### config.mk
export PLATFORM = sky130hd
export DESIGN_NAME = csc_front
export DESIGN_NICKNAME = d
export VERILOG_FILES = /design/src/hw/rtl/csc_pkg.sv /design/src/hw/rtl/csc_front.sv
export SDC_FILE = /design/constraint.sdc
export NUM_CORES = 2
export LEC_CHECK = 0
export BUFFER_PORTS_ARGS = -buffer_cell sky130_fd_sc_hd__buf_2
export CORE_MARGIN = 5
export CORE_UTILIZATION = 43
export DETAILED_ROUTE_END_ITERATION = 8
export GPL_TIMING_DRIVEN = 1
export SLEW_MARGIN = 0
export SYNTH_ARGS = -nofsm -noshare
export SYNTH_HDL_FRONTEND = slang
export SYNTH_SLANG_ARGS = --single-unit
### constraint.sdc
create_clock -name clk -period 22.4 [get_ports clk]
set_input_delay 4.48 -clock clk [delete_from_list [all_inputs] [get_ports clk]]
set_output_delay 4.48 -clock clk [all_outputs]
set_load 0.03 [all_outputs]
### src/hw/rtl/csc_pkg.sv
// Shared types, constants and width helpers for the chromaticity core.
// Used by every module of the block; depends on nothing else.

package csc_pkg;

    // Defaults for the top-level parameters
    localparam int COUNT_BITS_DEF     = 16;
    localparam int COEF_FRAC_BITS_DEF = 14;
    localparam int QUEUE_DEPTH_DEF    = 4;

    // Field widths of the stream items
    localparam int CTRL_W      = 8;
    localparam int CNT_FIELD_W = 16;
    localparam int CHROMA_W    = 16;
    localparam int STATUS_W    = 2;
    localparam int IN_DATA_W   = 56;
    localparam int OUT_DATA_W  = 48;

    // Bit positions of the input fields inside s_tdata
    localparam int CTRL_LSB  = 0;
    localparam int RED_LSB   = 8;
    localparam int GREEN_LSB = 24;
    localparam int BLUE_LSB  = 40;

    // Configuration port
    localparam int LIMIT_W     = 16;
    localparam int CFG_DATA_W  = 16;
    localparam int CFG_INDEX_W = 1;

    localparam logic [CFG_INDEX_W-1:0] REG_REJECT_LIMIT = 1'b0;
    localparam logic [CFG_INDEX_W-1:0] REG_READY_CODE   = 1'b1;

    localparam logic [LIMIT_W-1:0] REJECT_LIMIT_RST = 16'd200;
    localparam logic [CTRL_W-1:0]  READY_CODE_RST   = 8'h13;

    // Fractional bits of the chromaticity outputs (Q4.12)
    localparam int OUT_FRAC_BITS = 12;

    // Result status codes
    typedef enum logic [STATUS_W-1:0] {
        ST_OK         = 2'd0,
        ST_NOT_READY  = 2'd1,
        ST_OVER_LIMIT = 2'd2,
        ST_ZERO_SUM   = 2'd3
    } status_t;

    // RGB to XYZ matrix in units of 1e-5; rows X, Y, Z, columns R, G, B
    localparam longint DEC_SCALE = 100000;
    localparam int MAT_DEC [0:8] = '{
        -14282, 154924, -95641,
        -32466, 157837, -73191,
        -68202,  77073,  56332
    };

    // Coefficient in fixed point, rounded to nearest, ties away from zero
    function automatic longint coef_fixed(input int dec, input int frac);
        longint mag;
        longint num;
        longint q;
        mag = (dec < 0) ? -longint'(dec) : longint'(dec);
        num = (mag <<< frac) * 2 + DEC_SCALE;
        q   = num / (2 * DEC_SCALE);
        return (dec < 0) ? -q : q;
    endfunction

    // Count bits actually used from each 16-bit field
    function automatic int count_w(input int cb);
        return (cb < CNT_FIELD_W) ? cb : CNT_FIELD_W;
    endfunction

    // Signed width of one coefficient times count product
    function automatic int prod_w(input int cb, input int fb);
        return fb + count_w(cb) + 3;
    endfunction

    // Signed width of X, Y or Z
    function automatic int v_w(input int cb, input int fb);
        return prod_w(cb, fb) + 2;
    endfunction

    // Signed width of the sum X+Y+Z
    function automatic int s_w(input int cb, input int fb);
        return v_w(cb, fb) + 2;
    endfunction

    // Width of the divider remainder path
    function automatic int div_w(input int cb, input int fb);
        return s_w(cb, fb) + CHROMA_W + 1;
    endfunction

    // Width of one queue entry: status, X, Y, Z, sum
    function automatic int entry_w(input int cb, input int fb);
        return STATUS_W + 3 * v_w(cb, fb) + s_w(cb, fb);
    endfunction

endpackage

### src/hw/rtl/csc_front.sv
// Front end of the chromaticity core: configuration registers, sample
// classification and the RGB to XYZ matrix pipeline. Depends on csc_pkg.

module csc_front import csc_pkg::*; #(
    parameter int COUNT_BITS     = COUNT_BITS_DEF,
    parameter int COEF_FRAC_BITS = COEF_FRAC_BITS_DEF
) (
    input  logic                                         clk,
    input  logic                                         rst_n,
    input  logic                                         cfg_we,
    input  logic [CFG_INDEX_W-1:0]                       cfg_index,
    input  logic [CFG_DATA_W-1:0]                        cfg_wdata,
    input  logic                                         s_tvalid,
    output logic                                         s_tready,
    // control_byte, red_count, green_count, blue_count
    input  logic [IN_DATA_W-1:0]                         s_tdata,
    input  logic                                         q_full,
    output logic                                         q_push,
    // status, X, Y, Z, sum
    output logic [entry_w(COUNT_BITS, COEF_FRAC_BITS)-1:0] q_wdata
);

    localparam int CW  = count_w(COUNT_BITS);
    localparam int CFW = COEF_FRAC_BITS + 2;
    localparam int PW  = prod_w(COUNT_BITS, COEF_FRAC_BITS);
    localparam int VW  = v_w(COUNT_BITS, COEF_FRAC_BITS);
    localparam int SW  = s_w(COUNT_BITS, COEF_FRAC_BITS);

    logic [LIMIT_W-1:0] reject_limit_reg;
    logic [CTRL_W-1:0]  ready_code_reg;

    logic [CTRL_W-1:0]    ctrl;
    logic [CW-1:0]        cnt [0:2];
    logic                 over;
    status_t              s1_st_next;
    logic signed [PW-1:0] prod [0:8];

    logic                 en;
    logic                 s1_vld_reg;
    status_t              s1_st_reg;
    logic signed [PW-1:0] s1_prod_reg [0:8];
    logic                 s2_vld_reg;
    status_t              s2_st_reg;
    logic signed [VW-1:0] s2_v_reg [0:2];
    logic signed [SW-1:0] s3_s_next;
    logic                 s3_vld_reg;
    status_t              s3_st_reg;
    logic signed [VW-1:0] s3_v_reg [0:2];
    logic signed [SW-1:0] s3_s_reg;

    // Hold the configuration registers
    always_ff @(posedge clk or negedge rst_n)
    begin
        if (!rst_n)
        begin
            reject_limit_reg <= REJECT_LIMIT_RST;
            ready_code_reg   <= READY_CODE_RST;
        end
        else if (cfg_we)
        begin
            case (cfg_index)
                REG_REJECT_LIMIT: reject_limit_reg <= cfg_wdata[LIMIT_W-1:0];
                REG_READY_CODE:   ready_code_reg   <= cfg_wdata[CTRL_W-1:0];
                default:          ;
            endcase
        end
    end

    // Unpack the item; only the low count bits take part
    assign ctrl   = s_tdata[CTRL_LSB +: CTRL_W];
    assign cnt[0] = s_tdata[RED_LSB +: CW];
    assign cnt[1] = s_tdata[GREEN_LSB +: CW];
    assign cnt[2] = s_tdata[BLUE_LSB +: CW];

    // Classify: not ready first, then over limit
    assign over = (LIMIT_W'(cnt[0]) > reject_limit_reg) ||
                  (LIMIT_W'(cnt[1]) > reject_limit_reg) ||
                  (LIMIT_W'(cnt[2]) > reject_limit_reg);

    always_comb
    begin
        if (ctrl != ready_code_reg)
            s1_st_next = ST_NOT_READY;
        else if (over)
            s1_st_next = ST_OVER_LIMIT;
        else
            s1_st_next = ST_OK;
    end

    // One multiplier per matrix coefficient
    for (genvar r = 0; r < 3; r++)
    begin : g_row
        for (genvar c = 0; c < 3; c++)
        begin : g_col
            localparam logic signed [CFW-1:0] COEF =
                CFW'(coef_fixed(MAT_DEC[r*3+c], COEF_FRAC_BITS));
            assign prod[r*3+c] = PW'(COEF) * PW'($signed({1'b0, cnt[c]}));
        end
    end

    // Advance the whole front while the last stage can leave
    assign en       = !s3_vld_reg || !q_full;
    assign s_tready = en;
    assign q_push   = s3_vld_reg && !q_full;

    assign s3_s_next = SW'(s2_v_reg[0]) + SW'(s2_v_reg[1]) + SW'(s2_v_reg[2]);

    always_ff @(posedge clk or negedge rst_n)
    begin
        if (!rst_n)
        begin
            s1_vld_reg <= 1'b0;
            s2_vld_reg <= 1'b0;
            s3_vld_reg <= 1'b0;
        end
        else if (en)
        begin
            s1_vld_reg <= s_tvalid;
            s2_vld_reg <= s1_vld_reg;
            s3_vld_reg <= s2_vld_reg;
        end
    end

    // Products, then X/Y/Z, then the sum with the zero check
    always_ff @(posedge clk)
    begin
        if (en)
        begin
            s1_st_reg   <= s1_st_next;
            s1_prod_reg <= prod;
            s2_st_reg   <= s1_st_reg;
            for (int k = 0; k < 3; k++)
            begin
                s2_v_reg[k] <= VW'(s1_prod_reg[k*3])   + VW'(s1_prod_reg[k*3+1]) +
                               VW'(s1_prod_reg[k*3+2]);
            end
            s3_v_reg <= s2_v_reg;
            s3_s_reg <= s3_s_next;
            if (s2_st_reg == ST_OK && s3_s_next == '0)
                s3_st_reg <= ST_ZERO_SUM;
            else
                s3_st_reg <= s2_st_reg;
        end
    end

    assign q_wdata = {s3_s_reg, s3_v_reg[2], s3_v_reg[1], s3_v_reg[0], s3_st_reg};

endmodule

==> impl_metrics.env <==
export IMPL_min_period_ps=10520
export IMPL_finalCritPeriodShare=0.470
export IMPL_grt_max_degree=79
export IMPL_drt_met1_wl_um=71900
export IMPL_postCtsHoldBufs=0
export IMPL_hpwl_um=136000
export IMPL_die_y_um=367
export IMPL_crit_start="s_tdata[9]"
export IMPL_maxCapViolCount=0
export IMPL_max_slew_margin=0.305
export IMPL_drc_errors=0
export IMPL_postRouteAntennaNets=0
export IMPL_highest_layer="met5"
export IMPL_status="finished, final reports clean"
export IMPL_io_pins=224
export IMPL_critPathLaunchType="input pin"
export IMPL_timing_rr_end="s2_v_reg[67]"
export IMPL_synth_area_um2=54800
export IMPL_yosysSeqAreaShare=0.287
export IMPL_start_util=0.431
export IMPL_drtPass1Iterations=5
export IMPL_clkTransAtPathRegs_ps=50
export IMPL_ctsResizeCount=0
export IMPL_synthMuxAreaShare=0.00226
export IMPL_place_congestion=0.931
export IMPL_synth_top_family_by_area="adder cells"
export IMPL_num_nets_final=6749
export IMPL_num_vias=36100
export IMPL_setup_viol=0
export IMPL_slew_viol_final=0
export IMPL_grt_pass1_wl_um=235000
export IMPL_die_area_um2=135000
export IMPL_cts_buffers=66
export IMPL_setup_worst_path_end_class="flip-flop"
export IMPL_numClockSinks=528
export IMPL_ys_warn_count=0
export IMPL_synth_ff_latch_count=528
export IMPL_hp_class="reg -> reg"
export IMPL_largest_reg_flops=254
export IMPL_fin_worst_skew_ps=39.8
export IMPL_place_inst=6645
export IMPL_ys_async_sr_fraction=0.0511
export IMPL_criticalPathCategory="in -> reg"
export IMPL_ys_top_cells_by_area="edfxtp_1 (27%), ha_1 (24%), fa_1 (21%)"
export IMPL_syn_nets=6469
export IMPL_avgRoutedWirePerCell_um=23.4
export IMPL_synth_common_cells="ha_1 (1,057), inv_1 (835), fa_1 (563)"
export IMPL_synth_simple_area_share=0.0640
export IMPL_worst_pin_slew_ps=1040
export IMPL_synthAdderAreaFrac=0.447
export IMPL_cts_tree="built"
export IMPL_fin_cells=6767
export IMPL_grt_overflow=0
export IMPL_crit_required_ps=22800
export IMPL_core_rowCount=131
export IMPL_viasPerCell=5.34
export IMPL_synth_xor_area_frac=0.0484
export IMPL_grt_antenna_before_repair=9
export IMPL_root_buffer="clkbuf_16"
export IMPL_wl_met3_um=6730
export IMPL_synth_ff_type="edfxtp_1"
export IMPL_clock_path_buffers=3
export IMPL_dieWidth_um=367
export IMPL_critPathMaxFanout=13
export IMPL_port_buffers=223
export IMPL_cts_setup_buffers=0
export IMPL_endpoint="s1_prod_reg[194]"
export IMPL_route_met2_wl_um=75900
export IMPL_tns_ps=0
export IMPL_ff2ff_path_depth=13
export IMPL_track_usage=0.234
export IMPL_core_area_um2=127000
export IMPL_synth_edf_count=501
export IMPL_grt_setup_unrepaired="no"
export IMPL_synth_cells=4771
export IMPL_syn_to_final_growth_pct=10.1
export IMPL_drive_above_1_share=0.0790
export IMPL_rrSetupSlack_ps=17140
export IMPL_r2r_start="s1_prod_reg[1]"
export IMPL_wl_um=158000
export IMPL_syn_avg_cell_area_um2=11.5
export IMPL_synth_compound_area_frac=0.0915
export IMPL_htreeDepth=3
export IMPL_yosysTopAreaCellShare=0.275
export IMPL_first_global_vias=37400
export IMPL_ys_types=95
export IMPL_worstPathArrival_ps=10920
export IMPL_finalHoldViolCount=0
export IMPL_yosys_area_top_type="edfxtp_1"
export IMPL_max_freq_ghz=0.0950
export IMPL_clkLatencyLatePin_ps=690
export IMPL_yosysMostFrequentCell="ha_1"
export IMPL_drtIter0Drc=2349
[cells by family after synthesis]
group                    after synthesis
adder cells (fa/ha/maj)             1620
buffers and inverters                856
AO/OA/AOI/OAI                        748
AND/OR/NAND/NOR                      705
flip-flops                           528
XOR/XNOR                             303
multiplexers                          11
[worst max-delay path: stages]
cell and delay, ps:
buf_2 350, inv_1 90, ha_1 390, inv_1 170
fa_1 510, inv_1 60, fa_1 520, fa_1 560
inv_1 60, fa_1 540, inv_1 50, ha_1 300
ha_1 260, nor3_1 240, o211ai_1 200, a311oi_1 820
o21ai_1 320, nor4_1 340, o31ai_1 170, o21ai_0 160
nand2b_1 70, a21oi_1 180, xnor2_1 80
[cell usage in the layout (no fill, tap or decap), types with 22 or more instances in the layout]
cell,count
o31ai_1,23
a21oi_1,231
o21ai_0,127
nor2_1,175
fa_1,563
o21a_1,45
inv_1,835
a211oi_1,23
nor2b_1,48
nor3_1,79
buf_2,223
clkbuf_16,66
xnor2_1,215
a21o_1,94
and3_1,33
nand2_1,137
ha_1,1057
or3_1,25
nand3_1,69
nand2b_1,41
o21bai_1,38
a31oi_1,22
nand4_1,31
xor2_1,88
edfxtp_1,501
[routing by layer]
metal,GRT usage,up-vias
li1,-,17100
met1,0.321,18100
met2,0.399,779
met3,0.0287,178
met4,0.0534,6
met5,0,-
[metrics by stage]
stage	util	instance area [um^2]	hold slack, ps	worst slack (ps)
floorplan	-	54800	400	2690
global placement	0.456	57900	438	11340
detailed placement	0.456	57900	434	11260
CTS	0.475	60300	448	11960
global route	0.475	60300	462	11690
finish	0.475	60300	454	11880
[final cells by class]
class	instances	area, um^2
Clock buffer	73	1680
Clock inverter	47	702
Inverter	835	3130
Fill cell	11600	66700
Tap cell	1662	2080
Antenna cell	2	5.00
Multi-Input combinational cell	3387	35800
Sequential cell	528	15700
Timing Repair Buffer	233	1190
[how the worst min path moves through the flow]
stage	end	from	cells past startpoint	slack, ps
after floorplan	s2_st_reg[0]	s1_st_reg[0]	0	400
after global placement	q_wdata[72]	s2_v_reg[0]	0	440
after detailed placement	s2_st_reg[0]	s1_st_reg[0]	0	430
after CTS	s2_st_reg[0]	s1_st_reg[0]	0	450
after global routing	s2_st_reg[0]	s1_st_reg[0]	0	460
final	s3_vld_reg	s2_vld_reg	1	450
Power is not shown: default switching activity piles up to over one toggle a cycle in this logic, so the estimate is an artifact.
