## src/hw/rtl/csc_pkg.sv

```systemverilog
// Shared types, constants and width helpers for the chromaticity core.
// Used by every module of the block; depends on nothing else.

package csc_pkg;

    // Defaults for the top-level parameters
    localparam int COUNT_BITS_DEF     = 16;
    localparam int COEF_FRAC_BITS_DEF = 14;
    localparam int QUEUE_DEPTH_DEF    = 4;

    // Field widths of the stream items
    localparam int CTRL_W      = 8;
    localparam int CNT_FIELD_W = 16;
    localparam int CHROMA_W    = 16;
    localparam int STATUS_W    = 2;
    localparam int IN_DATA_W   = 56;
    localparam int OUT_DATA_W  = 48;

    // Bit positions of the input fields inside s_tdata
    localparam int CTRL_LSB  = 0;
    localparam int RED_LSB   = 8;
    localparam int GREEN_LSB = 24;
    localparam int BLUE_LSB  = 40;

    // Configuration port
    localparam int LIMIT_W     = 16;
    localparam int CFG_DATA_W  = 16;
    localparam int CFG_INDEX_W = 1;

    localparam logic [CFG_INDEX_W-1:0] REG_REJECT_LIMIT = 1'b0;
    localparam logic [CFG_INDEX_W-1:0] REG_READY_CODE   = 1'b1;

    localparam logic [LIMIT_W-1:0] REJECT_LIMIT_RST = 16'd200;
    localparam logic [CTRL_W-1:0]  READY_CODE_RST   = 8'h13;

    // Fractional bits of the chromaticity outputs (Q4.12)
    localparam int OUT_FRAC_BITS = 12;

    // Result status codes
    typedef enum logic [STATUS_W-1:0] {
        ST_OK         = 2'd0,
        ST_NOT_READY  = 2'd1,
        ST_OVER_LIMIT = 2'd2,
        ST_ZERO_SUM   = 2'd3
    } status_t;

    // RGB to XYZ matrix in units of 1e-5; rows X, Y, Z, columns R, G, B
    localparam longint DEC_SCALE = 100000;
    localparam int MAT_DEC [0:8] = '{
        -14282, 154924, -95641,
        -32466, 157837, -73191,
        -68202,  77073,  56332
    };

    // Coefficient in fixed point, rounded to nearest, ties away from zero
    function automatic longint coef_fixed(input int dec, input int frac);
        longint mag;
        longint num;
        longint q;
        mag = (dec < 0) ? -longint'(dec) : longint'(dec);
        num = (mag <<< frac) * 2 + DEC_SCALE;
        q   = num / (2 * DEC_SCALE);
        return (dec < 0) ? -q : q;
    endfunction

    // Count bits actually used from each 16-bit field
    function automatic int count_w(input int cb);
        return (cb < CNT_FIELD_W) ? cb : CNT_FIELD_W;
    endfunction

    // Signed width of one coefficient times count product
    function automatic int prod_w(input int cb, input int fb);
        return fb + count_w(cb) + 3;
    endfunction

    // Signed width of X, Y or Z
    function automatic int v_w(input int cb, input int fb);
        return prod_w(cb, fb) + 2;
    endfunction

    // Signed width of the sum X+Y+Z
    function automatic int s_w(input int cb, input int fb);
        return v_w(cb, fb) + 2;
    endfunction

    // Width of the divider remainder path
    function automatic int div_w(input int cb, input int fb);
        return s_w(cb, fb) + CHROMA_W + 1;
    endfunction

    // Width of one queue entry: status, X, Y, Z, sum
    function automatic int entry_w(input int cb, input int fb);
        return STATUS_W + 3 * v_w(cb, fb) + s_w(cb, fb);
    endfunction

endpackage

```

## src/hw/rtl/csc_queue.sv

```systemverilog
// Short register queue between the front and back of the chromaticity core.
// Depends on csc_pkg for its default depth.

module csc_queue import csc_pkg::*; #(
    parameter int WIDTH = 1,
    parameter int DEPTH = QUEUE_DEPTH_DEF
) (
    input  logic             clk,
    input  logic             rst_n,
    input  logic             push,
    input  logic [WIDTH-1:0] wdata,
    output logic             full,
    input  logic             pop,
    output logic [WIDTH-1:0] rdata,
    output logic             empty
);

    localparam int AW   = $clog2(DEPTH);
    localparam int CNTW = $clog2(DEPTH + 1);

    logic [WIDTH-1:0] mem_reg [0:DEPTH-1];
    logic [AW-1:0]    wr_ptr_reg;
    logic [AW-1:0]    rd_ptr_reg;
    logic [CNTW-1:0]  count_reg;
    logic             do_push;
    logic             do_pop;

    assign full    = (count_reg == CNTW'(DEPTH));
    assign empty   = (count_reg == '0);
    assign do_push = push && !full;
    assign do_pop  = pop && !empty;
    assign rdata   = mem_reg[rd_ptr_reg];

    // Store the entry at the write pointer
    always_ff @(posedge clk)
    begin
        if (do_push)
            mem_reg[wr_ptr_reg] <= wdata;
    end

    // Advance pointers and track the fill level
    always_ff @(posedge clk or negedge rst_n)
    begin
        if (!rst_n)
        begin
            wr_ptr_reg <= '0;
            rd_ptr_reg <= '0;
            count_reg  <= '0;
        end
        else
        begin
            if (do_push)
                wr_ptr_reg <= (wr_ptr_reg == AW'(DEPTH - 1)) ? '0 : wr_ptr_reg + 1'b1;
            if (do_pop)
                rd_ptr_reg <= (rd_ptr_reg == AW'(DEPTH - 1)) ? '0 : rd_ptr_reg + 1'b1;
            case ({do_push, do_pop})
                2'b10:   count_reg <= count_reg + 1'b1;
                2'b01:   count_reg <= count_reg - 1'b1;
                default: count_reg <= count_reg;
            endcase
        end
    end

endmodule

```

## config.mk

```make
export PLATFORM = sky130hd
export DESIGN_NAME = csc_queue
export DESIGN_NICKNAME = d
export VERILOG_FILES = /design/src/hw/rtl/csc_pkg.sv /design/src/hw/rtl/csc_queue.sv
export SDC_FILE = /design/constraint.sdc
export NUM_CORES = 1
export LEC_CHECK = 0
export BUFFER_PORTS_ARGS = -buffer_cell sky130_fd_sc_hd__buf_2
export CORE_AREA = 2 2 39 41
export CTS_CLUSTER_DIAMETER = 150
export CTS_CLUSTER_SIZE = 16
export DETAILED_ROUTE_END_ITERATION = 10
export DIE_AREA = 0 0 41 43
export GPL_TIMING_DRIVEN = 1
export PLACE_DENSITY = 0.67
export SLEW_MARGIN = 20
export SYNTH_ARGS = -nofsm -noshare
export SYNTH_HDL_FRONTEND = slang
export SYNTH_SLANG_ARGS = --single-unit
```

## constraint.sdc

```tcl
create_clock -name clk -period 2.9 [get_ports clk]
set_clock_uncertainty 0.15 [all_clocks]
set_input_delay 0.29 -clock clk [delete_from_list [all_inputs] [get_ports clk]]
set_output_delay 0.29 -clock clk [all_outputs]
set_load 0.1 [all_outputs]
```

==> results of run 1 <==
[timing repair]
item	CTS	global route
setup endpoints to repair	0	0
endpoints found under the hold margin	7	0
hold buffers	1	0
[area by class of cell]
cell class,instances,share of cell area (%)
multi-input combinational,27,43.2
sequential,11,40.6
timing repair buffer,8,6.20
clock buffer,4,3.61
inverter,7,3.61
tap,16,2.75
[per-stage QoR]
step,area [µm²],hold slack [ps]
after floorplan,636,-156
after detailed placement,691,-16.1
after global placement,691,-16.6
after CTS,727,83.4
after global routing,727,85.3
final,727,88.7
[per-layer routing]
layer,vias to the layer above,GRT usage (%),share of wire [%]
met3,3,3.14,2.8
met2,6,21.6,54
li1,170,-,-
met4,0,10.0,2.9
met1,165,15.1,40
met5,-,0,0
[Yosys cell counts (all sizes together)]
| library cell | count | area (µm²) |
|---|---|---|
| xnor2 | 1 | 8.76 |
| mux2i | 1 | 10.0 |
| nor2 | 3 | 11.3 |
| nor3 | 1 | 10.0 |
| edfxtp | 4 | 120 |
| mux2 | 4 | 56.3 |
| xor2 | 2 | 17.5 |
| nor2b | 1 | 13.8 |
| inv | 7 | 26.3 |
| and2 | 4 | 30.0 |
| nand2b | 1 | 13.8 |
| ha | 6 | 75.1 |
| fa | 1 | 20.0 |
| mux4 | 1 | 22.5 |
| dfrtp | 7 | 175 |
| nor3b | 1 | 18.8 |
[path summary, 6_finish.rpt]
path / start / endpoint / slack, ps / depth (start not counted)
setup / recovery: count_reg[0] / count_reg[2] / 780 / 9
hold / removal: wdata / mem_reg[0] / 90 / 1
setup reg to reg: count_reg[0] / count_reg[2] / 780 / 9
hold reg to reg: rd_ptr_reg[1] / rd_ptr_reg[1] / 420 / 1
max in group asynchronous: rst_n / wr_ptr_reg[1] / 2220 / 2
min in group asynchronous: rst_n / rd_ptr_reg[1] / 220 / 2
[layout by cell type (no fill, tap or decap)]
cell type      instances
nor3b_4                1
xor2_1                 2
dlygate4sd3_1          1
ha_1                   6
xnor2_1                1
inv_1                  7
and2_2                 4
edfxtp_1               4
clkbuf_1               1
nor3_4                 1
fa_1                   1
mux2i_1                1
mux2_2                 1
nor2_1                 3
buf_2                  7
mux2_4                 3
mux4_2                 1
nor2b_4                1
dfrtp_1                7
nand2b_4               1
clkbuf_4               3
[cell families after synthesis]
family	after synthesis	share of synthesized area, %
buf+inv	7	4.18
fa+ha+maj	7	15.1
mux	6	14.1
xor+xnor	3	4.18
flops	11	46.9
simple gates	11	15.5
[worst max-delay path, delay by kind of cell, from the launching register on]
kind | cells | cell delay, ps
fa+ha+maj | 2 | 550
simple gates | 3 | 460
xor+xnor | 2 | 290
buf+inv | 2 | 120
flops | 1 | 480
==> metrics.cfg, run 1 <==
[placed_design]
place_congestion = 0.655
place_ws_ps = 800
port_buffers = 7
hpwl_um = 691
dpl.cell_count = 68

[synth]
synth_cell_types = 17
synth.avg_cell_area_um2 = 14.0
ys_seq_elements = 11
syn_nets = 57
yosysWarningCount = 0
synth_area_um2 = 629
syn_inst = 45
seq_area_frac_synth_pct = 46.9

[clocking]
cts_made_buffers = 3
post-cts-setup-buffers = 0
cts_tree = built
cts_max_level = 1
clock_latency_ps = 270
post_cts_resized = 0
cts_buffer_depth = 2
clkTransAtPathRegs_ps = 70
cts.sinks = 11
cts_root_buf = clkbuf_4

[routing]
dr_total_vias = 344
drtIter0Drc = 5
viasPerCell = 4.71
routedWlPerCell_um = 11.7
wl_um = 857
drc = 0
ant_nets = 0
drt_first_pass_iters = 4

[worst_setup_path]
slowest_delay_ps = 480
start_kind = register
cp.arrival_ps = 2170
required_ps = 2950
crit_fanout = 7
cp-end-kind = register
worstPathCellList = nor3b_4, nor2b_4, inv_1, ha_1, inv_1, fa_1, xor2_1, nor2_1, xor2_1
path_class = reg2reg
slowest_stage = dfrtp_1

[layout]
drive_above_1_share_pct = 40.4
largest_reg_flops = 4
multi_input_area_um2 = 314
diodes = 0
design.final.nets = 70
num-fill-cells = 115
regArea_um2 = 295
fin_util_pct = 52.5
synthToLayoutAreaGrowth_pct = 15.5
fin_cells = 73

[grt]
grt_pass1_wl_mm = 1.50
track_usage_pct = 13.7
grt_pass1_vias = 370
grt_max_degree = 8
globalRouteOverflowTotal = 0
antenna_found_initial = 0

[timing]
drv_slew = 0
setup_ws_ps = 781
worst_slew_pin_slew_ps = 483
tns_ps = 0
period_share_pct = 73.1
setup-violations-final = 0
min_period_ps = 2120
rsz0062_at_grt = false
max-slew-margin-rel_pct = 68.0
timing.fmax_mhz = 472
finalHoldViolCount = 0

[floorplanning]
fp.dieArea_um2 = 1760
core_area_um2 = 1380
rows = 14
initial_core_util_pct = 45.5
num_io_pins = 8
die_x_um = 41
die_y_um = 43

[run]
drv_cap = 0

[run_status]
status = finished, final reports clean

[worst_hold_path]
hp-class = in2reg

Power of run 1 is left out: the tool's default activity adds up to more than one toggle a clock period on the data nets, which glitch-free logic cannot reach.
==> run 2: changes to the inputs <==
- clock period: 2.9 -> 2.2 ns (I/O delays scaled with it)
==> metrics.cfg, run 2 (synthesis results as in run 1) <==
[run_status]
status = finished, final reports clean

[worst_setup_path]
slowest_delay_ps = 460  ; -20 ps
cp-end-kind = register
rrSetupSlack_ps = 170  ; -620 ps
r2r_start = count_reg[0]
cp_common_cell = xor2_1
required_ps = 2250  ; -700 ps
worstPathCellList = nor3b_4, nor2b_4, inv_1, ha_4, inv_2, fa_2, xor2_1, nor2_1, xor2_1
path_class = reg2reg
critPathTopFamily = simple AND/OR/NAND/NOR gates
start_kind = register
crit_fanout = 7  ; unchanged
cp.arrival_ps = 2080  ; -90 ps
crit_start = count_reg[0]
slowest_stage = dfrtp_2
cp.buffers_inverters = 2  ; unchanged

[placed_design]
place_congestion = 0.666  ; +1.7%
port_buffers = 7  ; unchanged
hpwl_um = 625  ; -9.5%
place_ws_ps = 165  ; -635 ps
placedInstanceArea_um2 = 707  ; +2.4%

[layout]
layout_commonest_cell = buf_2
synthToLayoutAreaGrowth_pct = 18.1
fin_util_pct = 53.7  ; +1.2 points
diodes = 0  ; unchanged
num-fill-cells = 123  ; +7.0%
regArea_um2 = 297  ; +0.42%
mostFrequentLayoutCells = 7 x buf_2, 6 x dfrtp_1, 5 x inv_1, 5 x ha_1
drive_above_1_share_pct = 49.1  ; +8.8 points
design.final.nets = 70  ; unchanged
multi_input_area_um2 = 329  ; +4.8%
largest_reg_flops = 4  ; unchanged
stdcell_area_um2 = 743  ; +2.2%

[timing]
rsz0062_at_grt = false
period_share_pct = 92.5  ; +19 points
min_period_ps = 2030  ; -84.6 ps
worst_slew_pin_slew_ps = 484  ; +0.434 ps
setup_ws_ps = 166  ; -615 ps
max-slew-margin-rel_pct = 68.0  ; about the same
finalHoldViolCount = 0  ; unchanged
whs_ps = 18.0  ; -70.7 ps
setup-violations-final = 0  ; unchanged
drv_slew = 0  ; unchanged
timing.fmax_mhz = 492  ; +4.2%

[floorplanning]
initial_core_util_pct = 45.5  ; unchanged
die_x_um = 41  ; unchanged
fp.dieArea_um2 = 1760  ; unchanged
die_y_um = 43  ; unchanged
num_io_pins = 8  ; unchanged
rows = 14  ; unchanged
core_area_um2 = 1380  ; unchanged

[routing]
wl_um = 767  ; -11%
drtIter0Drc = 0  ; -5
drt_first_pass_iters = 1  ; -3
viasPerCell = 4.68  ; -0.58%
routedWlPerCell_um = 10.5  ; -11%
ant_nets = 0  ; unchanged
drc = 0  ; unchanged
dr_total_vias = 342  ; -0.58%

[clocking]
cts_max_level = 1  ; unchanged
clock_latency_ps = 270  ; about the same
cts_buffer_depth = 2  ; unchanged
cts_made_buffers = 3  ; unchanged
clkTransAtPathRegs_ps = 70  ; about the same
post-cts-setup-buffers = 0  ; unchanged
cts_tree = built
cts_root_buf = clkbuf_4
post_cts_resized = 0  ; unchanged
cts.sinks = 11  ; unchanged

[grt]
grt_util_met1_pct = 13.8  ; -1.3 points
globalRouteOverflowTotal = 0  ; unchanged
grt_pass1_vias = 342  ; -7.6%
grt_max_degree = 8  ; unchanged
antenna_found_initial = 0  ; unchanged
track_usage_pct = 12.1  ; -1.6 points
use_met2_pct = 16.9  ; -4.7 points
grt.busiest_layer = met2
use_met3_pct = 4.71  ; +1.6 points
grt_pass1_wl_mm = 1.32  ; -12%

[worst_hold_path]
hp-class = in2reg
min_from = wdata

[run]
drv_cap = 0  ; unchanged

[run 2: cell types whose count changed in the layout (fill, tap and decap cells not counted)]
cell and change:
inv_1 -2, inv_2 +2, dfrtp_1 -1, dfrtp_2 +1, fa_1 -1, fa_2 +1
ha_1 -1, ha_4 +1
[run 2: stage by stage]
step / instances / TNS, ps
finish: 73 / 0
global placement: 68 / 0
detailed placement: 68 / 0
global route: 73 / 0
CTS: 73 / 0
floorplan: 45 / -975
[run 2: path summary, 6_finish.rpt]
check                                      to  cells past startpoint
worst max-delay path             count_reg[2]                      9
worst min-delay path               mem_reg[3]                      1
worst max register to register   count_reg[2]                      9
worst min register to register  rd_ptr_reg[1]                      1
max in group asynchronous        count_reg[0]                      2
min in group asynchronous       rd_ptr_reg[0]                      2
[run 2: cell type report]
cell class,count,area share (%)
multi-input cells,27,44.3
well taps,16,2.69
inverters,7,3.54
clock buffers,4,3.54
flip-flops and latches,11,39.9
repair buffers,8,6.06
[run 2: what timing repair did]
action                                 CTS  global route
hold buffers                             1             0
setup endpoints to repair                0             0
endpoints found under the hold margin    7             0
[run 2: layer usage]
| layer | part of all wire [%] | vias up |
|---|---|---|
| met4 | 2.7 | 0 |
| li1 | - | 172 |
| met2 | 51 | 6 |
| met1 | 43 | 162 |
| met5 | 0 | - |
| met3 | 3.0 | 2 |
Power of run 2 is left out for the same reason.
